**src/hdl/dhkc_pkg.sv**
```systemverilog
// Shared constants, payload types and control structs for the double-hash key counter.
package dhkc_pkg;

  localparam int TABLE_SIZE = 4093;
  localparam int SLOT_W = $clog2(TABLE_SIZE);
  localparam int KEY_W = 32;
  localparam int CNT_W = 32;
  localparam int STATUS_W = 3;

  // hash reduction: 33-bit value folded on 2^12 = 3 mod 4093 and 2^12 = 4 mod 4092,
  // three folds then one conditional subtract
  localparam int VAL_W = KEY_W + 1;
  localparam int MOD_STEPS = 3;
  localparam int MOD_CNT_W = $clog2(MOD_STEPS);

  localparam logic [SLOT_W-1:0] TS_SLOT = SLOT_W'(TABLE_SIZE);
  localparam logic [SLOT_W:0] TS_EXT = (SLOT_W + 1)'(TABLE_SIZE);
  localparam logic [VAL_W-1:0] TS_VAL = VAL_W'(TABLE_SIZE);
  localparam logic [VAL_W-1:0] TS_M1_VAL = VAL_W'(TABLE_SIZE - 1);
  localparam logic [SLOT_W-1:0] MOD_LAST = SLOT_W'(MOD_STEPS - 1);

  localparam logic [VAL_W-1:0] OFS_FIRST = VAL_W'(17);
  localparam logic [VAL_W-1:0] OFS_STEP = VAL_W'(17239);
  localparam logic signed [KEY_W-1:0] MIN_KEY = -32'sd2147466408;

  localparam logic [STATUS_W-1:0] ST_HIT = 3'd0;
  localparam logic [STATUS_W-1:0] ST_NEW = 3'd1;
  localparam logic [STATUS_W-1:0] ST_IGNORED = 3'd2;
  localparam logic [STATUS_W-1:0] ST_FULL = 3'd3;
  localparam logic [STATUS_W-1:0] ST_CLEARED = 3'd4;

  typedef struct packed {
    logic kind;
    logic signed [KEY_W-1:0] key;
  } in_t;

  typedef struct packed {
    logic [STATUS_W-1:0] status;
    logic [CNT_W-1:0] occurrences;
    logic [11:0] slot;
  } out_t;

  typedef struct packed {
    logic load;
    logic mod_step;
    logic rd;
    logic advance;
    logic wr_new;
    logic wr_hit;
    logic clr_start;
    logic clr_wr;
    logic emit;
    logic [STATUS_W-1:0] code;
  } cmd_t;

  typedef struct packed {
    logic ignore;
    logic mod_done;
    logic empty;
    logic match;
    logic probe_last;
    logic clr_last;
  } sts_t;

endpackage

```
**src/hdl/dhkc_ctrl.sv**
```systemverilog
// Controller state machine: clear sweep, hash reduction, probe loop, result strobe.
module dhkc_ctrl import dhkc_pkg::*; (
  input  logic clk,
  input  logic rst,
  input  logic start,
  input  logic kind,
  input  sts_t sts,
  output cmd_t cmd,
  output logic busy,
  output logic done
);

  typedef enum logic [2:0] {
    S_CLR,
    S_IDLE,
    S_MOD,
    S_PROBE,
    S_CHECK
  } state_t;

  state_t state, state_next;
  logic clr_item;

  assign busy = (state != S_IDLE);

  always_comb begin
    cmd = '0;
    cmd.code = ST_IGNORED;
    state_next = state;
    unique case (state)
      S_CLR: begin
        cmd.clr_wr = 1'b1;
        if (sts.clr_last) begin
          state_next = S_IDLE;
          cmd.emit = clr_item;
          cmd.code = ST_CLEARED;
        end
      end
      S_IDLE: begin
        if (start) begin
          if (kind) begin
            cmd.clr_start = 1'b1;
            state_next = S_CLR;
          end else if (sts.ignore) begin
            cmd.emit = 1'b1;
            cmd.code = ST_IGNORED;
          end else begin
            cmd.load = 1'b1;
            state_next = S_MOD;
          end
        end
      end
      S_MOD: begin
        cmd.mod_step = 1'b1;
        if (sts.mod_done) state_next = S_PROBE;
      end
      S_PROBE: begin
        cmd.rd = 1'b1;
        state_next = S_CHECK;
      end
      S_CHECK: begin
        if (sts.empty) begin
          cmd.wr_new = 1'b1;
          cmd.emit = 1'b1;
          cmd.code = ST_NEW;
          state_next = S_IDLE;
        end else if (sts.match) begin
          cmd.wr_hit = 1'b1;
          cmd.emit = 1'b1;
          cmd.code = ST_HIT;
          state_next = S_IDLE;
        end else if (sts.probe_last) begin
          cmd.emit = 1'b1;
          cmd.code = ST_FULL;
          state_next = S_IDLE;
        end else begin
          cmd.advance = 1'b1;
          state_next = S_PROBE;
        end
      end
      default: state_next = S_IDLE;
    endcase
  end

  always_ff @(posedge clk) begin
    if (rst) begin
      state <= S_CLR;
      clr_item <= 1'b0;
      done <= 1'b0;
    end else begin
      state <= state_next;
      done <= cmd.emit;
      if (cmd.clr_start) begin
        clr_item <= 1'b1;
      end else if (state == S_CLR && sts.clr_last) begin
        clr_item <= 1'b0;
      end
    end
  end

`ifndef SYNTH
  a_accept_progress: assert property (@(posedge clk) disable iff (rst)
    (start && !busy) |=> (done || busy)) else $error("item accepted but dropped");
  a_done_idle: assert property (@(posedge clk) disable iff (rst)
    done |-> !busy) else $error("result strobe while busy");
  a_emit_strobe: assert property (@(posedge clk) disable iff (rst)
    cmd.emit |=> done) else $error("result strobe missing");
`endif

endmodule

```
**config.mk**
```make
export PLATFORM = sky130hd
export DESIGN_NAME = dhkc_ctrl
export DESIGN_NICKNAME = d
export VERILOG_FILES = /design/src/hdl/dhkc_pkg.sv /design/src/hdl/dhkc_ctrl.sv
export SDC_FILE = /design/constraint.sdc
export NUM_CORES = 1
export LEC_CHECK = 0
export ABC_AREA = 1
export BUFFER_PORTS_ARGS = -buffer_cell sky130_fd_sc_hd__clkbuf_2
export CELL_PAD_IN_SITES_DETAIL_PLACEMENT = 1
export CELL_PAD_IN_SITES_GLOBAL_PLACEMENT = 2
export CORE_UTILIZATION = 19
export DETAILED_ROUTE_END_ITERATION = 10
export PLACE_DENSITY_LB_ADDON = 0.1
export REMOVE_ABC_BUFFERS = 1
export SYNTH_ARGS = -nofsm -noshare
export SYNTH_HDL_FRONTEND = slang
export SYNTH_SLANG_ARGS = --single-unit
```
**constraint.sdc**
```tcl
create_clock -name clk -period 2 [get_ports clk]
set_input_delay 0.1 -clock clk [delete_from_list [all_inputs] [get_ports clk]]
set_output_delay 0.1 -clock clk [all_outputs]
set_load 0.03 [all_outputs]
```
==> PnR_summary.wiki, run 1 <==
{| class="wikitable"
! Metric !! Value
|-
| Number of setup buffers added after CTS || 0
|-
| Total of flip-flops plus latches after synthesis || 5
|-
| Library cell used as clock root buffer || sky130_fd_sc_hd__clkbuf_4
|-
| DRC violations left || 0
|-
| Worst Reg-to-Reg Cells || 7
|-
| Vias in the first global route || 411
|-
| Starting density of the core || 0.202
|-
| Average vias per placed instance || 3.93
|-
| Combinational power share || 0.362
|-
| Max stage delay cell, worst path || sky130_fd_sc_hd__dfxtp_1
|-
| Max-slew headroom || 0.849
|-
| Worst hold slack after final layout || 0.0580 ns
|-
| Cell taking the most area after synthesis || sky130_fd_sc_hd__dfxtp_1
|-
| Number of enable-type register cells in the synthesized netlist || 0
|-
| Average wire per cell in the routed design || 8.73 um
|-
| Post-cts hold buffer count || 0
|-
| Slew at the pin closest to its max-slew limit || 0.224 ns
|-
| Worst path required time || 1.90 ns
|-
| FF-to-FF End || state[1]$_SDFFE_PP0P_
|-
| Number of synthesis warnings || 0
|-
| Most frequent cell after synthesis || sky130_fd_sc_hd__inv_1
|-
| Critical path launch point type || register
|-
| Final WL || 1080 um
|-
| Cell types with the largest area share after synthesis || sky130_fd_sc_hd__dfxtp_1 25%, sky130_fd_sc_hd__inv_1 18%, sky130_fd_sc_hd__nand2_1 15%
|-
| Die outline width || 47.6 um
|-
| Count of vias placed by the detailed router || 487
|-
| Setup TNS after final layout || 0 ns
|-
| Fraction of layout instances using a drive strength above 1 || 0.371
|-
| Max Transition Viols Final || 0
|-
| Launch point of the worst reg-to-reg path || state[1]$_SDFFE_PP0P_
|-
| Depth of the critical timing path with buffers and inverters included || 6
|-
| Internal Power || 219 uW
|-
| Critical Path Start || state[2]$_SDFFE_PP0P_
|-
| Worst-Skew Late Latency || 0.24 ns
|-
| Kind of capture point of the worst setup path || output port
|-
| Clock sinks || 5
|-
| Main synth FF type || sky130_fd_sc_hd__dfxtp_1
|-
| Hold violation total from the final report || 0
|-
| Result of the run || complete, no violations
|-
| Leak pwr || 0.000371 uW
|-
| FF-to-FF setup slack || 0.92 ns
|-
| Cell Rows || 16
|-
| Post-Layout Inst Area || 563 um2
|-
| Switching Share || 0.377
|-
| Critical path fanouts, max || 4
|-
| Peak supply drop || 0.279 mV
|-
| Filler Cell Count || 299
|-
| Clock period minus worst slack || 1.48 ns
|-
| Post-CTS clock slew at the launch and capture registers of the worst setup and hold paths || 0.04 ns
|-
| Power, Total || 352 uW
|-
| Number of iterations in the first detailed-routing pass || 4
|-
| Total power per unit cell area || 625 mW/mm2
|-
| Area Overhead vs Synth || 42.4%
|-
| Count of buffering cells on the critical path with inverters included || 2
|-
| Switching pwr || 133 uW
|-
| Critical path class || register to output port
|-
| Violation count after the first detailed-route iteration || 7
|-
| Placeable core region || 0.00196 mm2
|-
| Setup repair after global routing missed its margin || no
|-
| Max-capacitance violation count || 0
|-
| Cells after Synth || 71
|-
| Mean post-synth cell area || 5.57 um2
|-
| Die span in y || 47.6 um
|-
| Summed instance area of the synthesized netlist || 395 um2
|-
| Post-cts repair resize count || 0
|-
| Worst min-delay path class || input port to register
|-
| Count of boundary I/O pins || 24
|-
| Sequential power share || 0.315
|-
| Antenna-violating nets left || 0
|-
| Largest net degree at the start of global routing || 6
|-
| Arrival time of the worst setup path || 1.38 ns
|-
| Deepest clock path buffer count || 2
|-
| Total setup violations reported at the end of the flow || 0
|-
| Htree depth || 1
|-
| Total congestion overflow after global routing || 0
|-
| First-pass GRT wire length || 1730 um
|-
| Post-synth cell types || 15
|-
| Largest stage delay, worst path || 0.33 ns
|-
| Area share of the largest cell type after synthesis || 0.253
|-
| Maximum operating frequency || 0.678 GHz
|-
| TritonCTS clock tree || built
|-
| Final GP Congestion || 0.725
|-
| Final Cycle Share || 0.738
|-
| Post-Place Cell Area || 537 um2
|-
| Capture point of the critical path || cmd[11]
|-
| Cell class contributing the biggest share of worst-path delay || simple AND/OR/NAND/NOR gates
|-
| Global Route Usage Sum || 0.112
|-
| Half-perimeter wire length after placement || 983 um
|-
| Max Clock Skew || 0.00445 ns
|-
| Antenna diodes || 0
|-
| Share of the yosys chip area belonging to registers || 0.253
|-
| Nets || 108
|-
| Cell-by-cell listing of the critical path || inv_1 -> nand2_1 -> nor2_2 -> nand2_1 -> nor3_1 -> clkbuf_2
|-
| Top post-synthesis cells by count || 19 x sky130_fd_sc_hd__inv_1, 16 x sky130_fd_sc_hd__nand2_1, 6 x sky130_fd_sc_hd__nor2_1
|-
| Number of antenna violations at the first check in global routing || 0
|-
| Number of port buffers || 23
|-
| CP dominant cell by count || sky130_fd_sc_hd__nand2_1
|-
| Clock share of power || 0.323
|-
| Proportion of register bits with asynchronous set or reset after synthesis || 0
|-
| DIE AREA || 0.00227 mm2
|-
| Number of CTS-inserted buffers || 3
|}
[power by group through the flow]
stage | logic, uW | registers [uW] | clock network (uW)
final | 127 | 111 | 114
after floorplan | 88.7 | 113 | 0
after CTS | 130 | 111 | 122
after detailed placement | 130 | 113 | 0
after global placement | 130 | 113 | 0
after global routing | 146 | 112 | 132
[cells by family after synthesis]
logic type	synth area share
simple gates	0.456
flops	0.253
compound gates	0.0633
buf+inv	0.228
[worst min-delay path by stage]
stage	end	startpoint	depth (start not counted)	slack, ns
detailed placement	clr_item$_SDFFE_PP0P_	rst	2	0.31
global placement	clr_item$_SDFFE_PP0P_	rst	2	0.32
floorplan	clr_item$_SDFFE_PP0P_	rst	1	0.17
finish	clr_item$_SDFFE_PP0P_	rst	2	0.06
global route	clr_item$_SDFFE_PP0P_	rst	2	0.05
CTS	clr_item$_SDFFE_PP0P_	rst	2	0.05
[area by class of cell]
type	count	area, um2	share of cell area
Inverter	22	82.6	0.147
Multi-Input combinational cell	43	205	0.364
Clock buffer	4	26.3	0.0467
Sequential cell	5	100	0.178
Timing Repair Buffer	23	115	0.204
Tap cell	27	33.8	0.0600
[stage by stage]
stage          utilization  worst slack (ns)  std cells
2_1_floorplan            -             0.560         70
3_3_place_gp         0.274             0.791        120
3_5_place_dp         0.274             0.765        120
4_1_cts              0.287             0.501        124
5_1_grt              0.287             0.346        124
6_report             0.287             0.524        124
[metal layers]
| layer | up-vias | GRT usage | routed length (um) |
|---|---|---|---|
| met2 | 13 | 0.159 | 509 |
| met1 | 216 | 0.160 | 506 |
| met4 | 0 | 0.0500 | 0 |
| li1 | 258 | - | - |
| met5 | - | 0 | 0 |
| met3 | 0 | 0.0264 | 66 |
[sequential cells by signal, summed over array words and instances, names as in the netlist]
name and flops:
clr_item 1, state 3, done 1
[cell usage in the layout, fill, tap and decap left out]
cell                       netlist  final
sky130_fd_sc_hd__inv_2           3      3
sky130_fd_sc_hd__nand3_1         5      5
sky130_fd_sc_hd__inv_1          19     19
sky130_fd_sc_hd__clkbuf_1        0      1
sky130_fd_sc_hd__nand2_2         1      1
sky130_fd_sc_hd__clkbuf_4        0      3
sky130_fd_sc_hd__o21ai_0         2      2
sky130_fd_sc_hd__a21oi_1         2      2
sky130_fd_sc_hd__o21ai_1         1      1
sky130_fd_sc_hd__nand3_2         1      1
sky130_fd_sc_hd__nand2_1        16     16
sky130_fd_sc_hd__nor2_1          6      6
sky130_fd_sc_hd__nor2_4          1      1
sky130_fd_sc_hd__dfxtp_1         5      5
sky130_fd_sc_hd__clkbuf_2        0     23
sky130_fd_sc_hd__nor2_2          4      4
sky130_fd_sc_hd__nor3_1          4      4
(Power assumes the default switching activity.)
==> run 2, diff against run 1 <==
--- a/config.mk
+++ b/config.mk
@@ -5,7 +5,7 @@
 export SDC_FILE = /design/constraint.sdc
 export NUM_CORES = 1
 export LEC_CHECK = 0
-export ABC_AREA = 1
+export ABC_AREA = 0
 export BUFFER_PORTS_ARGS = -buffer_cell sky130_fd_sc_hd__clkbuf_2
 export CELL_PAD_IN_SITES_DETAIL_PLACEMENT = 1
 export CELL_PAD_IN_SITES_GLOBAL_PLACEMENT = 2
==> constraint.sdc (replaced) <==
create_clock -name clk -period 1.5 [get_ports clk]
set_input_delay 0.075 -clock clk [delete_from_list [all_inputs] [get_ports clk]]
set_output_delay 0.075 -clock clk [all_outputs]
set_load 0.03 [all_outputs]
==> run 2 against run 1 <==
  * Wire length rose by 13%
  * Flip-flop and latch count did not move
  * Largest power group is now the clock network
  * Core utilization rose by 12 points
  * The flow now finishes with violations (negative setup slack)
  * Clock power rose by 42%
==> PnR_summary.wiki, run 2 <==
{| class="wikitable"
! Metric !! Value
|-
| Worst Reg-to-Reg Cells || 6 (-1)
|-
| Proportion of register bits with asynchronous set or reset after synthesis || 0 (unchanged)
|-
| Kind of capture point of the worst setup path || output port
|-
| Max Clock Skew || 0.000318 ns (-0.00413 ns)
|-
| TritonCTS clock tree || built
|-
| Worst-Skew Late Latency || 0.24 ns (about the same)
|-
| Number of flip-flops under the largest register name || 3 (unchanged)
|-
| Worst path required time || 1.42 ns (-0.48 ns)
|-
| Placeable core region || 0.00173 mm2 (-12%)
|-
| Cell Rows || 15 (-1)
|-
| Count of boundary I/O pins || 24 (unchanged)
|-
| Total power per unit cell area || 624 mW/mm2 (-0.13%)
|-
| Mean post-synth cell area || 8.09 um2 (+45%)
|-
| Average vias per placed instance || 4.52 (+15%)
|-
| Total setup violations reported at the end of the flow || 1 (+1)
|-
| Leading cell type in the layout, fill and taps excluded || sky130_fd_sc_hd__clkbuf_2
|-
| Maximum operating frequency || 0.657 GHz
|-
| Number of port buffers || 23 (unchanged)
|-
| Worst Hold Depth || 2 (unchanged)
|-
| Die outline width || 44.8 um (-5.9%)
|-
| Nets || 89 (-18%)
|-
| Leading cell types in the layout, fill and taps excluded || 13 x sky130_fd_sc_hd__clkbuf_2, 10 x sky130_fd_sc_hd__buf_4, 6 x sky130_fd_sc_hd__buf_6, 5 x sky130_fd_sc_hd__a21oi_1, 4 x sky130_fd_sc_hd__clkbuf_4
|-
| Max-slew headroom || 0.819 (-0.0304)
|-
| Cell types with the largest area share after synthesis || sky130_fd_sc_hd__dfxtp_1 29%, sky130_fd_sc_hd__a21oi_1 8.6%, sky130_fd_sc_hd__nor3b_1 6.5%
|-
| First-pass GRT wire length || 1810 um (+4.4%)
|-
| Htree depth || 1 (unchanged)
|-
| Post-CTS clock slew at the launch and capture registers of the worst setup and hold paths || 0.05 ns (about the same)
|-
| Peak supply drop || 0.430 mV (+54%)
|-
| Cell taking the most area after synthesis || sky130_fd_sc_hd__dfxtp_1
|-
| Worst hold slack after final layout || 0.0647 ns (+0.00671 ns)
|-
| Summed instance area of the synthesized netlist || 348 um2 (-12%)
|-
| Half-perimeter wire length after placement || 880 um (-11%)
|-
| Largest net degree at the start of global routing || 8 (+2)
|-
| Total congestion overflow after global routing || 0 (unchanged)
|-
| Deepest clock path buffer count || 2 (unchanged)
|-
| Slew at the pin closest to its max-slew limit || 0.271 ns (+0.0467 ns)
|-
| Area Overhead vs Synth || 104%
|-
| Result of the run || complete, but fails checks
|-
| Number of CTS-inserted buffers || 3 (unchanged)
|-
| Antenna diodes || 0 (unchanged)
|-
| Fraction of layout instances using a drive strength above 1 || 0.667 (+0.296)
|-
| Post-synth cell types || 27 (+12)
|-
| Largest registers || state (3), clr_item (1), done (1)
|-
| Clock sinks || 5 (unchanged)
|-
| Vias in the first global route || 406 (-1.2%)
|-
| Post-cts hold buffer count || 0 (unchanged)
|-
| Cells after Synth || 43 (-39%)
|-
| Most frequent cell after synthesis || sky130_fd_sc_hd__a21oi_1
|-
| Library cell used as clock root buffer || sky130_fd_sc_hd__clkbuf_4
|-
| Count of vias placed by the detailed router || 466 (-4.3%)
|-
| FF-to-FF setup slack || 0.16 ns (-0.76 ns)
|-
| Die span in y || 44.8 um (-5.9%)
|-
| Antenna-violating nets left || 0 (unchanged)
|-
| Number of iterations in the first detailed-routing pass || 2 (-2)
|-
| Average wire per cell in the routed design || 11.9 um (+36%)
|-
| Number of synthesis warnings || 0 (unchanged)
|-
| Register name with the most flops || state
|-
| Final WL || 1220 um (+13%)
|-
| Sequential power share || 0.315 (about the same)
|-
| Critical path fanouts, max || 6 (+2)
|-
| Main synth FF type || sky130_fd_sc_hd__dfxtp_1
|-
| Switching Share || 0.311 (-0.0659)
|-
| Area share of the largest cell type after synthesis || 0.288 (+0.0346)
|-
| Worst min-delay path class || input port to register
|-
| Combinational power share || 0.319 (-0.043)
|-
| Number of antenna violations at the first check in global routing || 0 (unchanged)
|-
| Critical path launch point type || register
|-
| Final GP Congestion || 0.724 (about the same)
|-
| Critical path class || register to output port
|-
| Hold violation total from the final report || 0 (unchanged)
|-
| Max-capacitance violation count || 0 (unchanged)
|-
| Setup repair after global routing missed its margin || yes
|-
| Arrival time of the worst setup path || 1.45 ns (+0.07 ns)
|-
| Global Route Usage Sum || 0.127 (+0.0149)
|-
| Violation count after the first detailed-route iteration || 2 (-5)
|-
| Non-filler cells in the finished layout || 103 (-17%)
|-
| Leak pwr || 0.000345 uW (-7.0%)
|-
| Final Cycle Share || 1.01
|-
| DRC violations left || 0 (unchanged)
|-
| Clock period minus worst slack || 1.52 ns
|-
| Share of the yosys chip area belonging to registers || 0.288 (+0.0346)
|-
| Total of flip-flops plus latches after synthesis || 5 (unchanged)
|-
| Max Transition Viols Final || 0 (unchanged)
|-
| Violated checks || negative setup slack
|-
| Setup slack after layout || -0.0210 ns (-0.545 ns)
|-
| Top post-synthesis cells by count || 6 x sky130_fd_sc_hd__a21oi_1, 5 x sky130_fd_sc_hd__dfxtp_1, 3 x sky130_fd_sc_hd__inv_1, 3 x sky130_fd_sc_hd__nor3b_1
|-
| DIE AREA || 0.00201 mm2 (-12%)
|-
| Internal Power || 306 uW (+39%)
|-
| Clock share of power || 0.366 (+0.043)
|-
| Switching pwr || 138 uW (+4.0%)
|-
| Cell Count Post-Placement || 94 (-22%)
|-
| Starting density of the core || 0.201 (about the same)
|-
| Number of enable-type register cells in the synthesized netlist || 0 (unchanged)
|}
## run 2: area by class of cell
type                    instances  area [um2]
inverters                       4        15.0
well taps                      25        31.3
flip-flops and latches          5         106
multi-input cells              32         283
fillers                       225        1020
repair buffers                 33         249
clock buffers                   4        26.3
## run 2: final timing paths
kind                               from                     to
hold reg to reg   clr_item$_SDFFE_PP0P_  clr_item$_SDFFE_PP0P_
setup reg to reg  state[2]$_SDFFE_PP0P_  clr_item$_SDFFE_PP0P_
setup / recovery  state[0]$_SDFFE_PP0P_                 cmd[8]
hold / removal                      rst  state[2]$_SDFFE_PP0P_
## run 2: layer usage
| metal | vias up | part of all wire | track usage |
|---|---|---|---|
| li1 | 226 | - | - |
| met4 | 0 | 0.0041 | 0.0727 |
| met5 | - | 0 | 0 |
| met3 | 2 | 0.032 | 0.0400 |
| met2 | 9 | 0.53 | 0.197 |
| met1 | 229 | 0.43 | 0.154 |
## run 2: kinds of logic after synthesis
| family | count (synthesis) | share of synthesized area |
|---|---|---|
| buffers and inverters | 6 | 0.0791 |
| flip-flops | 5 | 0.288 |
| multiplexers | 1 | 0.0324 |
| AND/OR/NAND/NOR | 21 | 0.432 |
| AO/OA/AOI/OAI | 10 | 0.169 |
## run 2: repair_timing
item,CTS,global route
setup endpoints to repair,9,11
buffers inserted,3,2
pin swaps,4,3
gates resized for setup,18,25
## run 2: worst max-delay path, cell delays in order (launching register included)
cell,delay (ns)
sky130_fd_sc_hd__dfxtp_2,0.33
sky130_fd_sc_hd__buf_6,0.13
sky130_fd_sc_hd__or3b_4,0.41
sky130_fd_sc_hd__nor3_4,0.15
sky130_fd_sc_hd__clkbuf_8,0.19
## run 2: power by group through the flow
| stage | Sequential, uW | Clock [uW] | Combinational, uW |
|---|---|---|---|
| 2_1_floorplan | 146 | 0 | 56.4 |
| 3_3_place_gp | 142 | 0 | 107 |
| 3_5_place_dp | 142 | 0 | 107 |
| 4_1_cts | 141 | 170 | 126 |
| 5_1_grt | 140 | 181 | 151 |
| 6_report | 140 | 162 | 142 |
## run 2: metrics by stage
step           setup slack (ns)  area, um2  TNS [ns]   util  total power [uW]
6_report                -0.0210        711   -0.0210  0.412               444
5_1_grt                 -0.0770        711    -0.290  0.412               472
4_1_cts                 -0.0166        643   -0.0390  0.372               437
3_5_place_dp             0.0886        519         0  0.301               248
3_3_place_gp              0.143        519         0  0.301               249
2_1_floorplan            -0.157        335    -0.377      -               202
==> run 3, diff against run 2 <==
--- a/config.mk
+++ b/config.mk
@@ -11,7 +11,8 @@
 export CELL_PAD_IN_SITES_GLOBAL_PLACEMENT = 2
 export CORE_UTILIZATION = 19
 export DETAILED_ROUTE_END_ITERATION = 10
-export PLACE_DENSITY_LB_ADDON = 0.1
+export MAX_ROUTING_LAYER = met4
+export PLACE_DENSITY = 0.74
 export REMOVE_ABC_BUFFERS = 1
 export SYNTH_ARGS = -nofsm -noshare
 export SYNTH_HDL_FRONTEND = slang
==> run 3 against run 2 <==
  * The run still ends with negative setup slack left
  * Total power shrank 4.7%
  * Via count is 4.3% lower
  * Non-clock buffer count is 1 lower
  * Global-route usage is 2.1 points higher
  * Fmax grew 1.0%
  * Register-to-register slack improved by 0.04 ns
  * Setup slack improved by 0.015 ns
  * Clock-buffer cell count unchanged
  * First-iteration DRC count rose by 100%
  * Largest power group unchanged
  * Highest routed layer unchanged
==> PnR_summary.wiki, run 3 (same netlist as run 2, synthesis figures left out) <==
{| class="wikitable"
! Metric !! Value
|-
| TritonCTS clock tree || built
|-
| Number of port buffers || 23 (unchanged)
|-
| Worst path required time || 1.42 ns (about the same)
|-
| Nets || 88 (-1.1%)
|-
| Half-perimeter wire length after placement || 911 um (+3.5%)
|-
| Largest net degree at the start of global routing || 7 (-1)
|-
| Clock period minus worst slack || 1.51 ns (-0.0153 ns)
|-
| Final GP Congestion || 0.690 (-4.8%)
|-
| Total setup violations reported at the end of the flow || 2 (+1)
|-
| Register name with the most flops || state
|-
| Clock sinks || 5 (unchanged)
|-
| Max Transition Viols Final || 0 (unchanged)
|-
| Internal Power || 295 uW (-3.6%)
|-
| Average wire per cell in the routed design || 12.4 um (+4.5%)
|-
| Critical path fanouts, max || 5 (-1)
|-
| Violated checks || negative setup slack
|-
| Leak pwr || 0.000323 uW (-6.4%)
|-
| Worst Reg-to-Reg Cells || 5 (-1)
|-
| Die outline width || 44.8 um (unchanged)
|-
| Kind of capture point of the worst setup path || output port
|-
| Starting density of the core || 0.201 (unchanged)
|-
| Peak supply drop || 0.248 mV (-42%)
|-
| Cell Rows || 15 (unchanged)
|-
| Setup TNS after final layout || -0.00720 ns (+0.0138 ns)
|-
| Launch point of the worst reg-to-reg path || state[1]$_SDFFE_PP0P_
|-
| Post-CTS clock slew at the launch and capture registers of the worst setup and hold paths || 0.04 ns (about the same)
|-
| First-pass GRT wire length || 2010 um (+11%)
|-
| FF-to-FF setup slack || 0.20 ns (+0.04 ns)
|-
| Maximum operating frequency || 0.664 GHz (+1.0%)
|-
| Vias in the first global route || 446 (+9.9%)
|-
| Worst Hold Depth || 2 (unchanged)
|-
| DRC violations left || 0 (unchanged)
|-
| Cell-by-cell listing of the critical path || nor4bb_4 -> buf_4 -> nand3b_1 -> nand3_1 -> clkbuf_8
|-
| Htree depth || 1 (unchanged)
|-
| Total power per unit cell area || 621 mW/mm2 (-0.51%)
|-
| Library cell used as clock root buffer || sky130_fd_sc_hd__clkbuf_4
|-
| Fraction of layout instances using a drive strength above 1 || 0.649 (-0.0173)
|-
| Critical path class || register to output port
|-
| Arrival time of the worst setup path || 1.43 ns (-0.02 ns)
|-
| Final WL || 1270 um (+3.5%)
|-
| Max-slew headroom || 0.792 (-0.0271)
|-
| Max Clock Skew || 0.000670 ns (+0.000351 ns)
|-
| Result of the run || complete, but fails checks
|-
| Setup repair after global routing missed its margin || yes
|-
| Clock share of power || 0.363 (-0.003)
|-
| Slew at the pin closest to its max-slew limit || 0.312 ns (+0.0406 ns)
|-
| Number of iterations in the first detailed-routing pass || 4 (+2)
|-
| DIE AREA || 0.00201 mm2 (unchanged)
|-
| Area Overhead vs Synth || 95.7%
|-
| Max-capacitance violation count || 0 (unchanged)
|-
| Leading cell types in the layout, fill and taps excluded || 15 x sky130_fd_sc_hd__clkbuf_2, 11 x sky130_fd_sc_hd__buf_4, 5 x sky130_fd_sc_hd__a21oi_1
|-
| Antenna diodes || 0 (unchanged)
|-
| Largest registers || state (3), clr_item (1), done (1)
|-
| Switching pwr || 128 uW (-7.3%)
|-
| Worst-Skew Late Latency || 0.24 ns (about the same)
|-
| Hold violation total from the final report || 0 (unchanged)
|-
| Total congestion overflow after global routing || 0 (unchanged)
|-
| Cell Count Post-Placement || 95 (+1.1%)
|-
| Violation count after the first detailed-route iteration || 4 (+2)
|-
| FF-to-FF End || state[0]$_SDFFE_PP0P_
|-
| Number of antenna violations at the first check in global routing || 0 (unchanged)
|-
| Count of vias placed by the detailed router || 446 (-4.3%)
|-
| Post-cts hold buffer count || 0 (unchanged)
|-
| Hold path startpoint || rst
|-
| Largest stage delay, worst path || 0.36 ns (-0.05 ns)
|-
| Sequential power share || 0.332 (+0.017)
|-
| Switching Share || 0.302 (-0.00830)
|-
| Antenna-violating nets left || 0 (unchanged)
|-
| Die span in y || 44.8 um (unchanged)
|-
| Average vias per placed instance || 4.37 (-3.4%)
|-
| Combinational power share || 0.305 (-0.014)
|-
| Non-filler cells in the finished layout || 102 (-0.97%)
|-
| Worst min-delay path class || input port to register
|-
| Hold Path Sink || state[2]$_SDFFE_PP0P_
|-
| Count of boundary I/O pins || 24 (unchanged)
|-
| Filler Cell Count || 226 (+0.44%)
|-
| Global Route Usage Sum || 0.148 (+0.0210)
|-
| Critical path launch point type || register
|-
| Power, Total || 423 uW (-4.7%)
|-
| Max stage delay cell, worst path || sky130_fd_sc_hd__dfxtp_4
|-
| Leading cell type in the layout, fill and taps excluded || sky130_fd_sc_hd__clkbuf_2
|-
| Final Cycle Share || 1.00 (-0.0102)
|-
| Number of CTS-inserted buffers || 3 (unchanged)
|-
| Setup slack after layout || -0.00574 ns (+0.0153 ns)
|-
| Number of flip-flops under the largest register name || 3 (unchanged)
|-
| Deepest clock path buffer count || 2 (unchanged)
|-
| Placeable core region || 0.00173 mm2 (unchanged)
|}
==> run 3: layout make-up <==
| class | count | area, um2 | share of cell area |
|---|---|---|---|
| clock buffer | 4 | 26.3 | 0.0386 |
| timing repair buffer | 32 | 224 | 0.329 |
| tap | 25 | 31.3 | 0.0460 |
| inverter | 4 | 15.0 | 0.0221 |
| sequential | 5 | 106 | 0.156 |
| multi-input combinational | 32 | 278 | 0.408 |
==> run 3: critical path, delay by kind of cell (launching register included) <==
| family | cells | cell delay [ns] |
|---|---|---|
| buf+inv | 2 | 0.31 |
| flops | 1 | 0.36 |
| simple gates | 3 | 0.51 |
==> run 3: repair_timing <==
item                                   CTS  global route
buffers inserted                         3             0
resized for setup                       21            13
endpoints found under the hold margin    0             0
setup endpoints to repair                9             9
pin swaps                                5             3
==> run 3: how the worst max path moves through the flow <==
stage,slack (ns),to,cells past startpoint,startpoint
after floorplan,-0.16,cmd[3],3,state[0]$_SDFFE_PP0P_
after global placement,0.13,cmd[8],4,state[0]$_SDFFE_PP0P_
after detailed placement,0.12,cmd[8],4,state[0]$_SDFFE_PP0P_
after CTS,-0.007,cmd[3],5,state[2]$_SDFFE_PP0P_
after global routing,-0.07,cmd[3],5,state[1]$_SDFFE_PP0P_
final,-0.006,cmd[3],5,state[1]$_SDFFE_PP0P_
==> run 3: power by group through the flow <==
stage                     Combinational, uW  Sequential (uW)  Clock [uW]
after floorplan                        56.4              146           0
after global placement                  106              143           0
after detailed placement                106              143           0
after CTS                               122              140         164
after global routing                    138              141         168
final                                   129              140         153
==> run 3: routing by layer <==
layer	track usage	routed length (um)	vias to the layer above
met5	-	0	-
met4	0.0545	5	0
met3	0.0480	67	2
met2	0.226	607	12
met1	0.181	586	207
li1	-	-	225
==> run 3: stage by stage <==
stage | setup WS, ns | cell area (um2) | hold slack, ns | util
floorplan | -0.157 | 335 | 0.144 | -
global placement | 0.129 | 527 | 0.327 | 0.305
detailed placement | 0.124 | 527 | 0.328 | 0.305
CTS | -0.00721 | 661 | 0.0623 | 0.383
global route | -0.0668 | 681 | 0.0757 | 0.394
finish | -0.00574 | 681 | 0.0789 | 0.394
